===== src/drpd_pkg.sv =====
// shared constants, types and direction tables for the record period digest
// no dependencies; used by every module of the block
package drpd_pkg;

	localparam int RecW      = 64;
	localparam int NibW      = 4;
	localparam int Nibbles   = 16;
	localparam int Rotations = 15;
	localparam int GroupSize = 5;
	localparam int Groups    = Rotations / GroupSize;
	localparam int CntW      = 5;
	localparam int IdxW      = 4;
	localparam int SumW      = 6;
	localparam int PartW     = 4;
	localparam int PartSize  = 4;
	localparam int Parts     = Nibbles / PartSize;
	localparam int DirW      = 3;

	typedef logic [CntW-1:0]         cnt_t;
	typedef logic [IdxW-1:0]         idx_t;
	typedef logic [NibW-1:0]         nib_t;
	typedef logic signed [1:0]       unit_t;
	typedef logic signed [PartW-1:0] part_t;
	typedef logic signed [SumW-1:0]  sum_t;

	// digest of a set of rotation counts
	typedef struct packed {
		cnt_t lo;
		cnt_t hi;
		idx_t idx;
	} scan_t;

	localparam logic [DirW-1:0] DirSw = 3'd0;
	localparam logic [DirW-1:0] DirS  = 3'd1;
	localparam logic [DirW-1:0] DirSe = 3'd2;
	localparam logic [DirW-1:0] DirE  = 3'd3;
	localparam logic [DirW-1:0] DirNe = 3'd4;
	localparam logic [DirW-1:0] DirN  = 3'd5;
	localparam logic [DirW-1:0] DirNw = 3'd6;
	localparam logic [DirW-1:0] DirW8 = 3'd7;

	// x step of one nibble, zero when the moved bit is clear
	function automatic unit_t step_dx(nib_t s);
		unit_t d;
		d = '0;
		if (s[NibW-1]) begin
			unique case (s[DirW-1:0])
				DirSw, DirNw, DirW8: d = -2'sd1;
				DirS, DirN:          d = 2'sd0;
				DirSe, DirE, DirNe:  d = 2'sd1;
				default:             d = 2'sd0;
			endcase
		end
		return d;
	endfunction

	// y step of one nibble, zero when the moved bit is clear
	function automatic unit_t step_dy(nib_t s);
		unit_t d;
		d = '0;
		if (s[NibW-1]) begin
			unique case (s[DirW-1:0])
				DirSw, DirS, DirSe: d = -2'sd1;
				DirE, DirW8:        d = 2'sd0;
				DirNe, DirN, DirNw: d = 2'sd1;
				default:            d = 2'sd0;
			endcase
		end
		return d;
	endfunction

endpackage


===== src/drpd_rot.sv =====
// rotation compare: per-nibble difference flags, then differing-nibble counts
// depends on drpd_pkg
module drpd_rot (
	input  logic                   clk,
	input  logic [drpd_pkg::RecW-1:0] record_s1,
	output drpd_pkg::cnt_t         cnt_s3 [drpd_pkg::Rotations]
);
	import drpd_pkg::*;

	logic [Nibbles-1:0] diff;
	logic [Nibbles-1:0] diff_all [Rotations];
	logic [Nibbles-1:0] flags_s2 [Rotations];

	// rotation by r+1 nibbles compares nibble i against nibble i+r+1
	always_comb begin
		for (int r = 0; r < Rotations; r++) begin
			diff = '0;
			for (int i = 0; i < Nibbles; i++) begin
				diff[i] = record_s1[NibW*i +: NibW] !=
					record_s1[NibW*((i + r + 1) % Nibbles) +: NibW];
			end
			diff_all[r] = diff;
		end
	end

	always_ff @(posedge clk) begin
		for (int r = 0; r < Rotations; r++) begin
			flags_s2[r] <= diff_all[r];
			cnt_s3[r]   <= CntW'($countones(flags_s2[r]));
		end
	end

endmodule


===== src/drpd_scan.sv =====
// least and greatest count over the rotations, first index of the least
// depends on drpd_pkg; two stages: group reduce, then final combine
module drpd_scan (
	input  logic            clk,
	input  drpd_pkg::cnt_t  cnt_s3 [drpd_pkg::Rotations],
	output drpd_pkg::scan_t scan_s5
);
	import drpd_pkg::*;

	scan_t grp [Groups];
	scan_t grp_s4 [Groups];
	scan_t fin;

	// strict less keeps the lowest index on ties
	always_comb begin
		for (int g = 0; g < Groups; g++) begin
			grp[g].lo  = cnt_s3[g*GroupSize];
			grp[g].hi  = cnt_s3[g*GroupSize];
			grp[g].idx = IdxW'(g*GroupSize);
			for (int k = 1; k < GroupSize; k++) begin
				if (cnt_s3[g*GroupSize + k] < grp[g].lo) begin
					grp[g].lo  = cnt_s3[g*GroupSize + k];
					grp[g].idx = IdxW'(g*GroupSize + k);
				end
				if (cnt_s3[g*GroupSize + k] > grp[g].hi) begin
					grp[g].hi = cnt_s3[g*GroupSize + k];
				end
			end
		end
	end

	always_comb begin
		fin = grp_s4[0];
		for (int g = 1; g < Groups; g++) begin
			if (grp_s4[g].lo < fin.lo) begin
				fin.lo  = grp_s4[g].lo;
				fin.idx = grp_s4[g].idx;
			end
			if (grp_s4[g].hi > fin.hi) begin
				fin.hi = grp_s4[g].hi;
			end
		end
	end

	always_ff @(posedge clk) begin
		for (int g = 0; g < Groups; g++) begin
			grp_s4[g] <= grp[g];
		end
		scan_s5 <= fin;
	end

endmodule


===== src/drpd_disp.sv =====
// x and y displacement sums over all 16 steps, delayed to match the scan
// depends on drpd_pkg
module drpd_disp (
	input  logic                      clk,
	input  logic [drpd_pkg::RecW-1:0] record_s1,
	output drpd_pkg::sum_t            sx_s5,
	output drpd_pkg::sum_t            sy_s5
);
	import drpd_pkg::*;

	part_t px [Parts];
	part_t py [Parts];
	part_t px_s2 [Parts];
	part_t py_s2 [Parts];
	sum_t  tx;
	sum_t  ty;
	sum_t  sx_s3;
	sum_t  sy_s3;
	sum_t  sx_s4;
	sum_t  sy_s4;

	// partial sums over groups of four steps
	always_comb begin
		for (int p = 0; p < Parts; p++) begin
			px[p] = '0;
			py[p] = '0;
			for (int k = 0; k < PartSize; k++) begin
				px[p] = px[p] + PartW'(step_dx(record_s1[NibW*(p*PartSize + k) +: NibW]));
				py[p] = py[p] + PartW'(step_dy(record_s1[NibW*(p*PartSize + k) +: NibW]));
			end
		end
	end

	always_comb begin
		tx = '0;
		ty = '0;
		for (int p = 0; p < Parts; p++) begin
			tx = tx + SumW'(px_s2[p]);
			ty = ty + SumW'(py_s2[p]);
		end
	end

	always_ff @(posedge clk) begin
		for (int p = 0; p < Parts; p++) begin
			px_s2[p] <= px[p];
			py_s2[p] <= py[p];
		end
		sx_s3 <= tx;
		sy_s3 <= ty;
		sx_s4 <= sx_s3;
		sy_s4 <= sy_s3;
		sx_s5 <= sx_s4;
		sy_s5 <= sy_s4;
	end

endmodule


===== src/displacement_record_period_digest.sv =====
// displacement record period digest: one 64-bit record word in, one digest word out
// the done strobe is valid_s5: an accepted word's valid bit passes valid_s1 to valid_s5
// throughput: one word per cycle, set by the five-stage pipeline; busy stays low
// the receiver cannot stall, so results are shown for exactly one cycle on done
// reset clears only the valid bits of the pipeline; depends on drpd_pkg and submodules
module displacement_record_period_digest (
	input  logic                      clk,
	input  logic                      arst_n,
	input  logic                      start,
	input  logic [drpd_pkg::RecW-1:0] record,
	output logic                      busy,
	output logic                      done,
	output drpd_pkg::cnt_t            mismatch_min,
	output drpd_pkg::cnt_t            mismatch_max,
	output drpd_pkg::idx_t            period_index,
	output drpd_pkg::sum_t            shift_x,
	output drpd_pkg::sum_t            shift_y
);
	import drpd_pkg::*;

	logic [RecW-1:0] record_s1;
	logic            valid_s1;
	logic            valid_s2;
	logic            valid_s3;
	logic            valid_s4;
	logic            valid_s5;
	cnt_t            cnt_s3 [Rotations];
	scan_t           scan_s5;
	sum_t            sx_s5;
	sum_t            sy_s5;

	assign busy = 1'b0;

	always_ff @(posedge clk or negedge arst_n) begin
		if (!arst_n) begin
			valid_s1 <= 1'b0;
			valid_s2 <= 1'b0;
			valid_s3 <= 1'b0;
			valid_s4 <= 1'b0;
			valid_s5 <= 1'b0;
		end else begin
			valid_s1 <= start && !busy;
			valid_s2 <= valid_s1;
			valid_s3 <= valid_s2;
			valid_s4 <= valid_s3;
			valid_s5 <= valid_s4;
		end
	end

	always_ff @(posedge clk) begin
		record_s1 <= record;
	end

	drpd_rot u_rot (
		.clk       (clk),
		.record_s1 (record_s1),
		.cnt_s3    (cnt_s3)
	);

	drpd_scan u_scan (
		.clk     (clk),
		.cnt_s3  (cnt_s3),
		.scan_s5 (scan_s5)
	);

	drpd_disp u_disp (
		.clk       (clk),
		.record_s1 (record_s1),
		.sx_s5     (sx_s5),
		.sy_s5     (sy_s5)
	);

	assign done         = valid_s5;
	assign mismatch_min = scan_s5.lo;
	assign mismatch_max = scan_s5.hi;
	assign period_index = scan_s5.idx;
	assign shift_x      = sx_s5;
	assign shift_y      = sy_s5;

	a_min_le_max: assert property (@(posedge clk) disable iff (!arst_n)
		done |-> mismatch_min <= mismatch_max)
		else $error("least count above greatest count");

	a_full_mismatch_idx: assert property (@(posedge clk) disable iff (!arst_n)
		done && mismatch_min == CntW'(Nibbles) |-> period_index == '0)
		else $error("all rotations differ but index is not zero");

	a_idx_range: assert property (@(posedge clk) disable iff (!arst_n)
		done |-> period_index < IdxW'(Rotations))
		else $error("period index out of range");

	a_sum_range: assert property (@(posedge clk) disable iff (!arst_n)
		done |-> shift_x >= -SumW'(Nibbles) && shift_x <= SumW'(Nibbles)
			&& shift_y >= -SumW'(Nibbles) && shift_y <= SumW'(Nibbles))
		else $error("displacement sum out of range");

	a_valid_chain: assert property (@(posedge clk) disable iff (!arst_n)
		valid_s1 |-> ##4 done)
		else $error("accepted word lost in pipeline");

endmodule


===== config.mk =====
export PLATFORM = sky130hd
export DESIGN_NAME = displacement_record_period_digest
export DESIGN_NICKNAME = d
export VERILOG_FILES = /design/src/drpd_pkg.sv /design/src/drpd_rot.sv /design/src/drpd_scan.sv /design/src/drpd_disp.sv /design/src/displacement_record_period_digest.sv
export SDC_FILE = /design/constraint.sdc
export NUM_CORES = 1
export LEC_CHECK = 0
export BUFFER_PORTS_ARGS = -buffer_cell sky130_fd_sc_hd__buf_2
export CAP_MARGIN = 10
export CORE_MARGIN = 10
export CORE_UTILIZATION = 53
export DETAILED_ROUTE_END_ITERATION = 16
export GPL_TIMING_DRIVEN = 0
export PLACE_DENSITY = 0.7
export SYNTH_ARGS = -nofsm -noshare
export SYNTH_HDL_FRONTEND = slang
export SYNTH_HIERARCHICAL = 1
export SYNTH_SLANG_ARGS = --single-unit

===== constraint.sdc =====
create_clock -name clk -period 7.8 [get_ports clk]
set_input_delay 0.78 -clock clk [delete_from_list [all_inputs] [get_ports clk]]
set_output_delay 0.78 -clock clk [all_outputs]
set_load 0.01 [all_outputs]

==> results of run 1 <==
[cell families (layout without fill, tap and decap cells)]
logic type	after synthesis	in the layout	share of synthesized area (%)
DFF	386	386	28.2
other	1	2	0.0137
adders and majority gates	422	422	24.9
and+or+nand+nor	309	309	6.11
muxes	119	119	4.50
xor gates and xnor gates	550	550	17.5
AOI/OAI and AO/OA	226	226	5.74
buffers and inverters	620	791	13.0
[Yosys cell counts, drive strengths merged (12+ instances only)]
cell type,number
o21a,27
mux2,23
xnor2,527
a21o,34
o21ai,42
inv,486
a21oi,65
nand4,127
nor2b,27
nand2,59
buf,132
fa,207
dfxtp,381
nor2,47
ha,215
xor2,23
nand2b,12
mux2i,96
[metal layers]
| layer | track usage (%) | up-vias |
|---|---|---|
| li1 | - | 8556 |
| met1 | 27.0 | 8662 |
| met2 | 37.1 | 499 |
| met3 | 2.93 | 136 |
| met4 | 7.60 | 0 |
| met5 | 0 | - |
[worst max-delay path, delay by kind of cell, from the launching register on]
| kind | cells | cell delay, ps |
|---|---|---|
| and+or+nand+nor | 4 | 600 |
| buffers and inverters | 3 | 370 |
| DFF | 1 | 360 |
| muxes | 2 | 570 |
| AOI/OAI and AO/OA | 17 | 3540 |
| adders and majority gates | 4 | 1180 |
[flip-flops by register name, summed over array words and instances (netlist names), 14 cells and up]
signal          count
record_s1          64
u_rot/flags_s2    120
u_scan/scan_s5     14
u_rot/cnt_s3       75
u_disp/py_s2       16
u_scan/grp_s4      40
u_disp/px_s2       16
[final cells by class]
cell class | count | share of cell area (%)
diodes | 1 | 0.00827
plain buffers | 134 | 5.72
clock buffers | 51 | 3.96
clock inverters | 26 | 0.967
inverters | 486 | 6.03
multi-input cells | 1627 | 53.3
flip-flops and latches | 386 | 25.6
well taps | 680 | 2.81
repair buffers | 94 | 1.57
[power groups by stage]
stage          clock, mW  combinational [mW]  sequential, mW
4_1_cts             2.16                10.3            3.14
5_1_grt             2.23                11.6            3.19
3_3_place_gp           0                9.77            3.17
2_1_floorplan          0                8.07            3.02
3_5_place_dp           0                10.2            3.18
6_report            2.11                10.2            3.13
[worst min path at each step]
stage                          from              end  slack (ps)  cells after the start
floorplan           u_disp/sx_s3[0]  u_disp/sx_s4[0]         310                      0
global placement    u_disp/sx_s4[5]  u_disp/sx_s5[5]         310                      0
global route             record[34]    record_s1[34]         290                      1
detailed placement  u_disp/sx_s3[0]  u_disp/sx_s4[0]         310                      0
CTS                      record[46]    record_s1[46]         280                      1
finish                   record[46]    record_s1[46]         300                      1
[cells in the final DEF (no fill, tap or decap), drive strengths merged, types with 3 or more instances in the layout]
cell type,instances
a31oi,8
xor2,23
fa,207
a211oi,6
a21boi,9
a21oi,65
a41oi,3
and2,9
xnor2,527
nand3,9
mux2i,96
o21ai,42
buf,225
dfrtp,5
nand4,127
a32oi,4
clkinv,10
o31ai,3
inv,493
nor2b,27
o21a,27
and4,3
mux2,23
nor2,47
o22ai,3
o21ba,3
nand2,59
clkinvlp,5
nand2b,12
o211ai,5
and3,8
ha,215
dfxtp,381
clkbuf,53
bufinv,4
or2,5
a21o,34
[through the flow]
step           setup WS (ps)  util [%]  power (mW)
6_report                1020      59.0        15.5
5_1_grt                  592      59.0        17.0
4_1_cts                 1180      59.0        15.6
3_5_place_dp            1250      56.1        13.4
3_3_place_gp            1400      56.1        12.9
2_1_floorplan           2050         -        11.1
[what timing repair did]
item / CTS / global route
hold buffers: 1 / 0
endpoints found under the hold margin: 5 / 0
resized for setup: 0 / 0
==> impl_metrics.tcl, run 1 <==
set metrics [dict create \
    status "finished, final reports clean" \
    initial_utilization_pct 53.5 \
    grt_pass1_wl_um 103000 \
    r2r_end "u_scan/grp_s4[0][5]" \
    ys_types 69 \
    place_area_um2 28800 \
    grt_use_total_pct 21.5 \
    wl_met1_um 27200 \
    fp.dieW_um 248 \
    cellLeakagePower_nw 14.2 \
    critPathKind "flip-flop to flip-flop" \
    multiInputGateArea_um2 16100 \
    overflow 0 \
    yosysTopAreaCellShare_pct 27.8 \
    die_h_um 248 \
    clockBufferDepth 3 \
    viasPerCell 5.12 \
    path_clk_slew_ps 60 \
    wl_met2_um 31400 \
    hold_ws_ps 300 \
    crit_path_start "u_rot/cnt_s3[71]" \
    seqPwrFrac_pct 20.2 \
    grt_max_degree 17 \
    dieArea_um2 61300 \
    max_slew_margin_pct 55.0 \
    fill_cells 4277 \
    period_minus_slack_ps 6780 \
    yosysTopAreaCell "dfxtp_1" \
    fin_crit_sh_pct 87.0 \
    antenna_left 0 \
    cts_setup_buffers 0 \
    clkSinkCount 386 \
    rr_worst_depth 30 \
    hold_path_class "input port to flip-flop" \
    end_kind "flip-flop" \
    drv_slew 0 \
    synthArstFlopShare_pct 1.30 \
    ys.warnings.count 6 \
    swShare_pct 43.6 \
    internal_power_mw 8.73 \
    wl_um 64400 \
    design_area_um2 30300 \
    area_delta_synth_final_pct 10.3 \
    peakVddDrop_mv 0.672 \
    dr.pass1.iters 6 \
    cp.required_ps 8240 \
    netSwitchingPower_mw 6.74 \
    slowest_delay_ps 510 \
    powerDensity_nw_per_um2 511 \
    antenna_found_initial 2 \
    clock_latency_ps 580 \
    fmax_mhz 147 \
    tritoncts "yes" \
    final_cells 3485 \
    synth_area_leaders "dfxtp_1 (28%), xnor2_1 (17%), fa_1 (15%), ha_1 (9.8%), inv_1 (6.6%)" \
    finalHoldViolations 0 \
    vias 17900 \
    crit_top_cell "o21a_1" \
    r2r_slack_ps 1020 \
    fin_setup_tns_ps 0 \
    synth_edf_count 0 \
    topRoutingLayerUsed "met4" \
    skew_ps 20.1 \
    post_drt_wl_per_cell_um 18.5 \
    fin_nets 3262 \
    dp.cells 3406 \
    pwr-share-clk_pct 13.6 \
    setup_viol 0 \
    rows 83 \
    startpoint_type "flip-flop" \
    drive_gt1_share_pct 12.8 \
    h-tree-depth 2 \
    ys_seq_area_share_pct 28.2 \
    syn-instance-count 2633 \
    cp_slowest_cell "o22ai_1" \
    syn_nets 3122 \
    syn_area_um2 27500 \
    cts_made_buffers 44 \
    dp_hpwl_um 51900 \
    io_pins 95 \
    worstReg2RegStart "u_rot/cnt_s3[71]" \
    maxCapViolCount 0 \
    grt_setup_unrepaired "false" \
    p_comb_share_pct 66.2 \
    root_buffer "clkbuf_16" \
    ys_ff_latch 386 \
    grt_pass1_vias 19100 \
    io_buffers 93 \
    gp_congestion 0.914 \
    seq_area_um2 7750 \
    ys.flop_type "dfxtp_1" \
    drtIter0Drc 931 \
    syn_area_per_cell_um2 10.4 \
    drc_errors 0 \
    core_area_um2 51300 \
    tightest_slew_ps 672 \
    crit_arrival_ps 7220 \
    crit_fanout 10 \
    route.met3.wl_um 3680 \
    setup.worst_path.end "u_scan/grp_s4[0][5]" \
]
Power figures use the tool's default switching activity.
==> run 2, diff against run 1 <==
--- a/config.mk
+++ b/config.mk
@@ -13,3 +13,3 @@
 export GPL_TIMING_DRIVEN = 0
-export PLACE_DENSITY = 0.7
+export PLACE_DENSITY = 0.72
 export SYNTH_ARGS = -nofsm -noshare
==> constraint.sdc (replaced) <==
create_clock -name clk -period 7.8 [get_ports clk]
set_input_delay 1.17 -clock clk [delete_from_list [all_inputs] [get_ports clk]]
set_output_delay 1.17 -clock clk [all_outputs]
set_load 0.01 [all_outputs]
==> impl_metrics.tcl, run 2 (synthesis results as in run 1) <==
set metrics [dict create \
    status "finished, final reports clean" \
    design_area_um2 30200 \
    crit_top_cell "o21a_1" \
    rr_worst_depth 30 \
    maxCapViolCount 0 \
    cts_resized 0 \
    cts_made_buffers 43 \
    tritoncts "yes" \
    cp_slowest_cell "a32oi_1" \
    place_area_um2 28800 \
    cts_setup_buffers 0 \
    clockBufferDepth 3 \
    period_minus_slack_ps 6750 \
    grt_max_degree 15 \
    dieArea_um2 61300 \
    tightest_slew_ps 651 \
    topRoutingLayerUsed "met5" \
    hold_path_class "flip-flop to flip-flop" \
    slowest_delay_ps 490 \
    max_slew_margin_pct 56.4 \
    wl_met2_um 30900 \
    holdCritStartpoint "u_disp/sy_s3[1]" \
    die_h_um 248 \
    p_total_mw 15.5 \
    largest_register_ffs 120 \
    peakVddDrop_mv 0.571 \
    cp.required_ps 8250 \
    fmax_mhz 148 \
    rows 83 \
    wl_um 64800 \
    top_register "u_rot/flags_s2" \
    grt_pass1_wl_um 103000 \
    io_pins 95 \
    h-tree-depth 2 \
    area_delta_synth_final_pct 10.2 \
    post_drt_wl_per_cell_um 18.6 \
    grt_pass1_vias 19200 \
    clkSinkCount 386 \
    fill_cells 4259 \
    core_area_um2 51300 \
    route.met3.wl_um 3900 \
    cellLeakagePower_nw 14.2 \
    drive_gt1_share_pct 12.6 \
    startpoint_type "flip-flop" \
    grt_setup_unrepaired "false" \
    critPathKind "flip-flop to flip-flop" \
    crit_fanout 10 \
    antenna_found_initial 1 \
    setup_viol 0 \
    final_common_cell "xnor2_1" \
    initial_utilization_pct 53.5 \
    dp_hpwl_um 52100 \
    crit_path_start "u_rot/cnt_s3[74]" \
    root_buffer "clkbuf_16" \
    path_clk_slew_ps 60 \
    finalHoldViolations 0 \
    powerDensity_nw_per_um2 513 \
    mostFrequentLayoutCells "xnor2_1 (527), inv_1 (485), dfxtp_1 (381)" \
    dr.pass1.iters 6 \
    antenna_left 0 \
    clock_latency_ps 580 \
    viasPerCell 5.12 \
    skew_ps 16.7 \
    hold_depth 0 \
    grt_use_total_pct 21.4 \
    dp.cells 3406 \
    fin_setup_tns_ps 0 \
    top_regs "u_rot/flags_s2 x120, u_rot/cnt_s3 x75, record_s1 x64" \
    drtIter0Drc 936 \
    end_kind "flip-flop" \
    overflow 0 \
    gp_congestion 0.937 \
    final_cells 3488 \
    crit_arrival_ps 7200 \
    fin_nets 3260 \
    fin_crit_sh_pct 86.5 \
    drv_slew 0 \
    io_buffers 93 \
    cts.hold.buffers_added 0 \
    drc_errors 0 \
    vias 17900 \
    wl_met1_um 27200 \
    worstReg2RegStart "u_rot/cnt_s3[74]" \
    fp.dieW_um 248 \
]
==> run 2: changes by cell type in the layout (fill, tap and decap cells not counted), moves of 2 or more <==
cell / change
clkinvlp_4: -2
clkbuf_1: +8
clkinv_4: -3
inv_8: -2
clkbuf_8: +2
==> run 2: power breakdown <==
group | internal, mW | switching [mW]
logic | 4.79 | 5.52
registers | 2.70 | 0.418
clock network | 1.25 | 0.824
==> run 2: final timing paths <==
kind / end / slack (ps)
min: u_disp/sy_s4[1] / 320
max in group asynchronous: done / 7280
min in group asynchronous: valid_s3 / 400
max: u_scan/grp_s4[0][5] / 1050
max reg2reg: u_scan/grp_s4[0][5] / 1050
min reg2reg: u_disp/sy_s4[1] / 320
==> run 2: cell type report <==
cell class / count / area, µm² / area share, %
inverters: 486 / 1820 / 6.03
multi-input cells: 1627 / 16100 / 53.4
diodes: 2 / 5.00 / 0.0165
plain buffers: 134 / 1730 / 5.73
well taps: 680 / 851 / 2.81
clock inverters: 20 / 243 / 0.802
flip-flops and latches: 386 / 7750 / 25.6
clock buffers: 60 / 1230 / 4.07
repair buffers: 93 / 465 / 1.54
==> run 2: worst max-delay path: cells and delay by family, from the launching register on <==
family | cells | cell delay [ps]
AND/OR/NAND/NOR | 4 | 590
flip-flops | 1 | 340
multiplexers | 2 | 580
buffers and inverters | 3 | 360
AO/OA/AOI/OAI | 17 | 3550
adder cells (fa/ha/maj) | 4 | 1190
==> run 2: per-stage QoR <==
stage	hold slack (ps)	setup WS (ps)	util (%)
after floorplan	310	2050	-
after global placement	314	1310	56.1
after detailed placement	312	1180	56.1
after CTS	324	1120	59.0
after global routing	326	410	59.0
final	323	1050	59.0
==> run 2: metal layers <==
metal / GRT usage, % / up-vias
met4: 10.0 / 2
met2: 36.4 / 500
met1: 26.3 / 8677
met5: 0 / -
met3: 3.49 / 142
li1: - / 8545
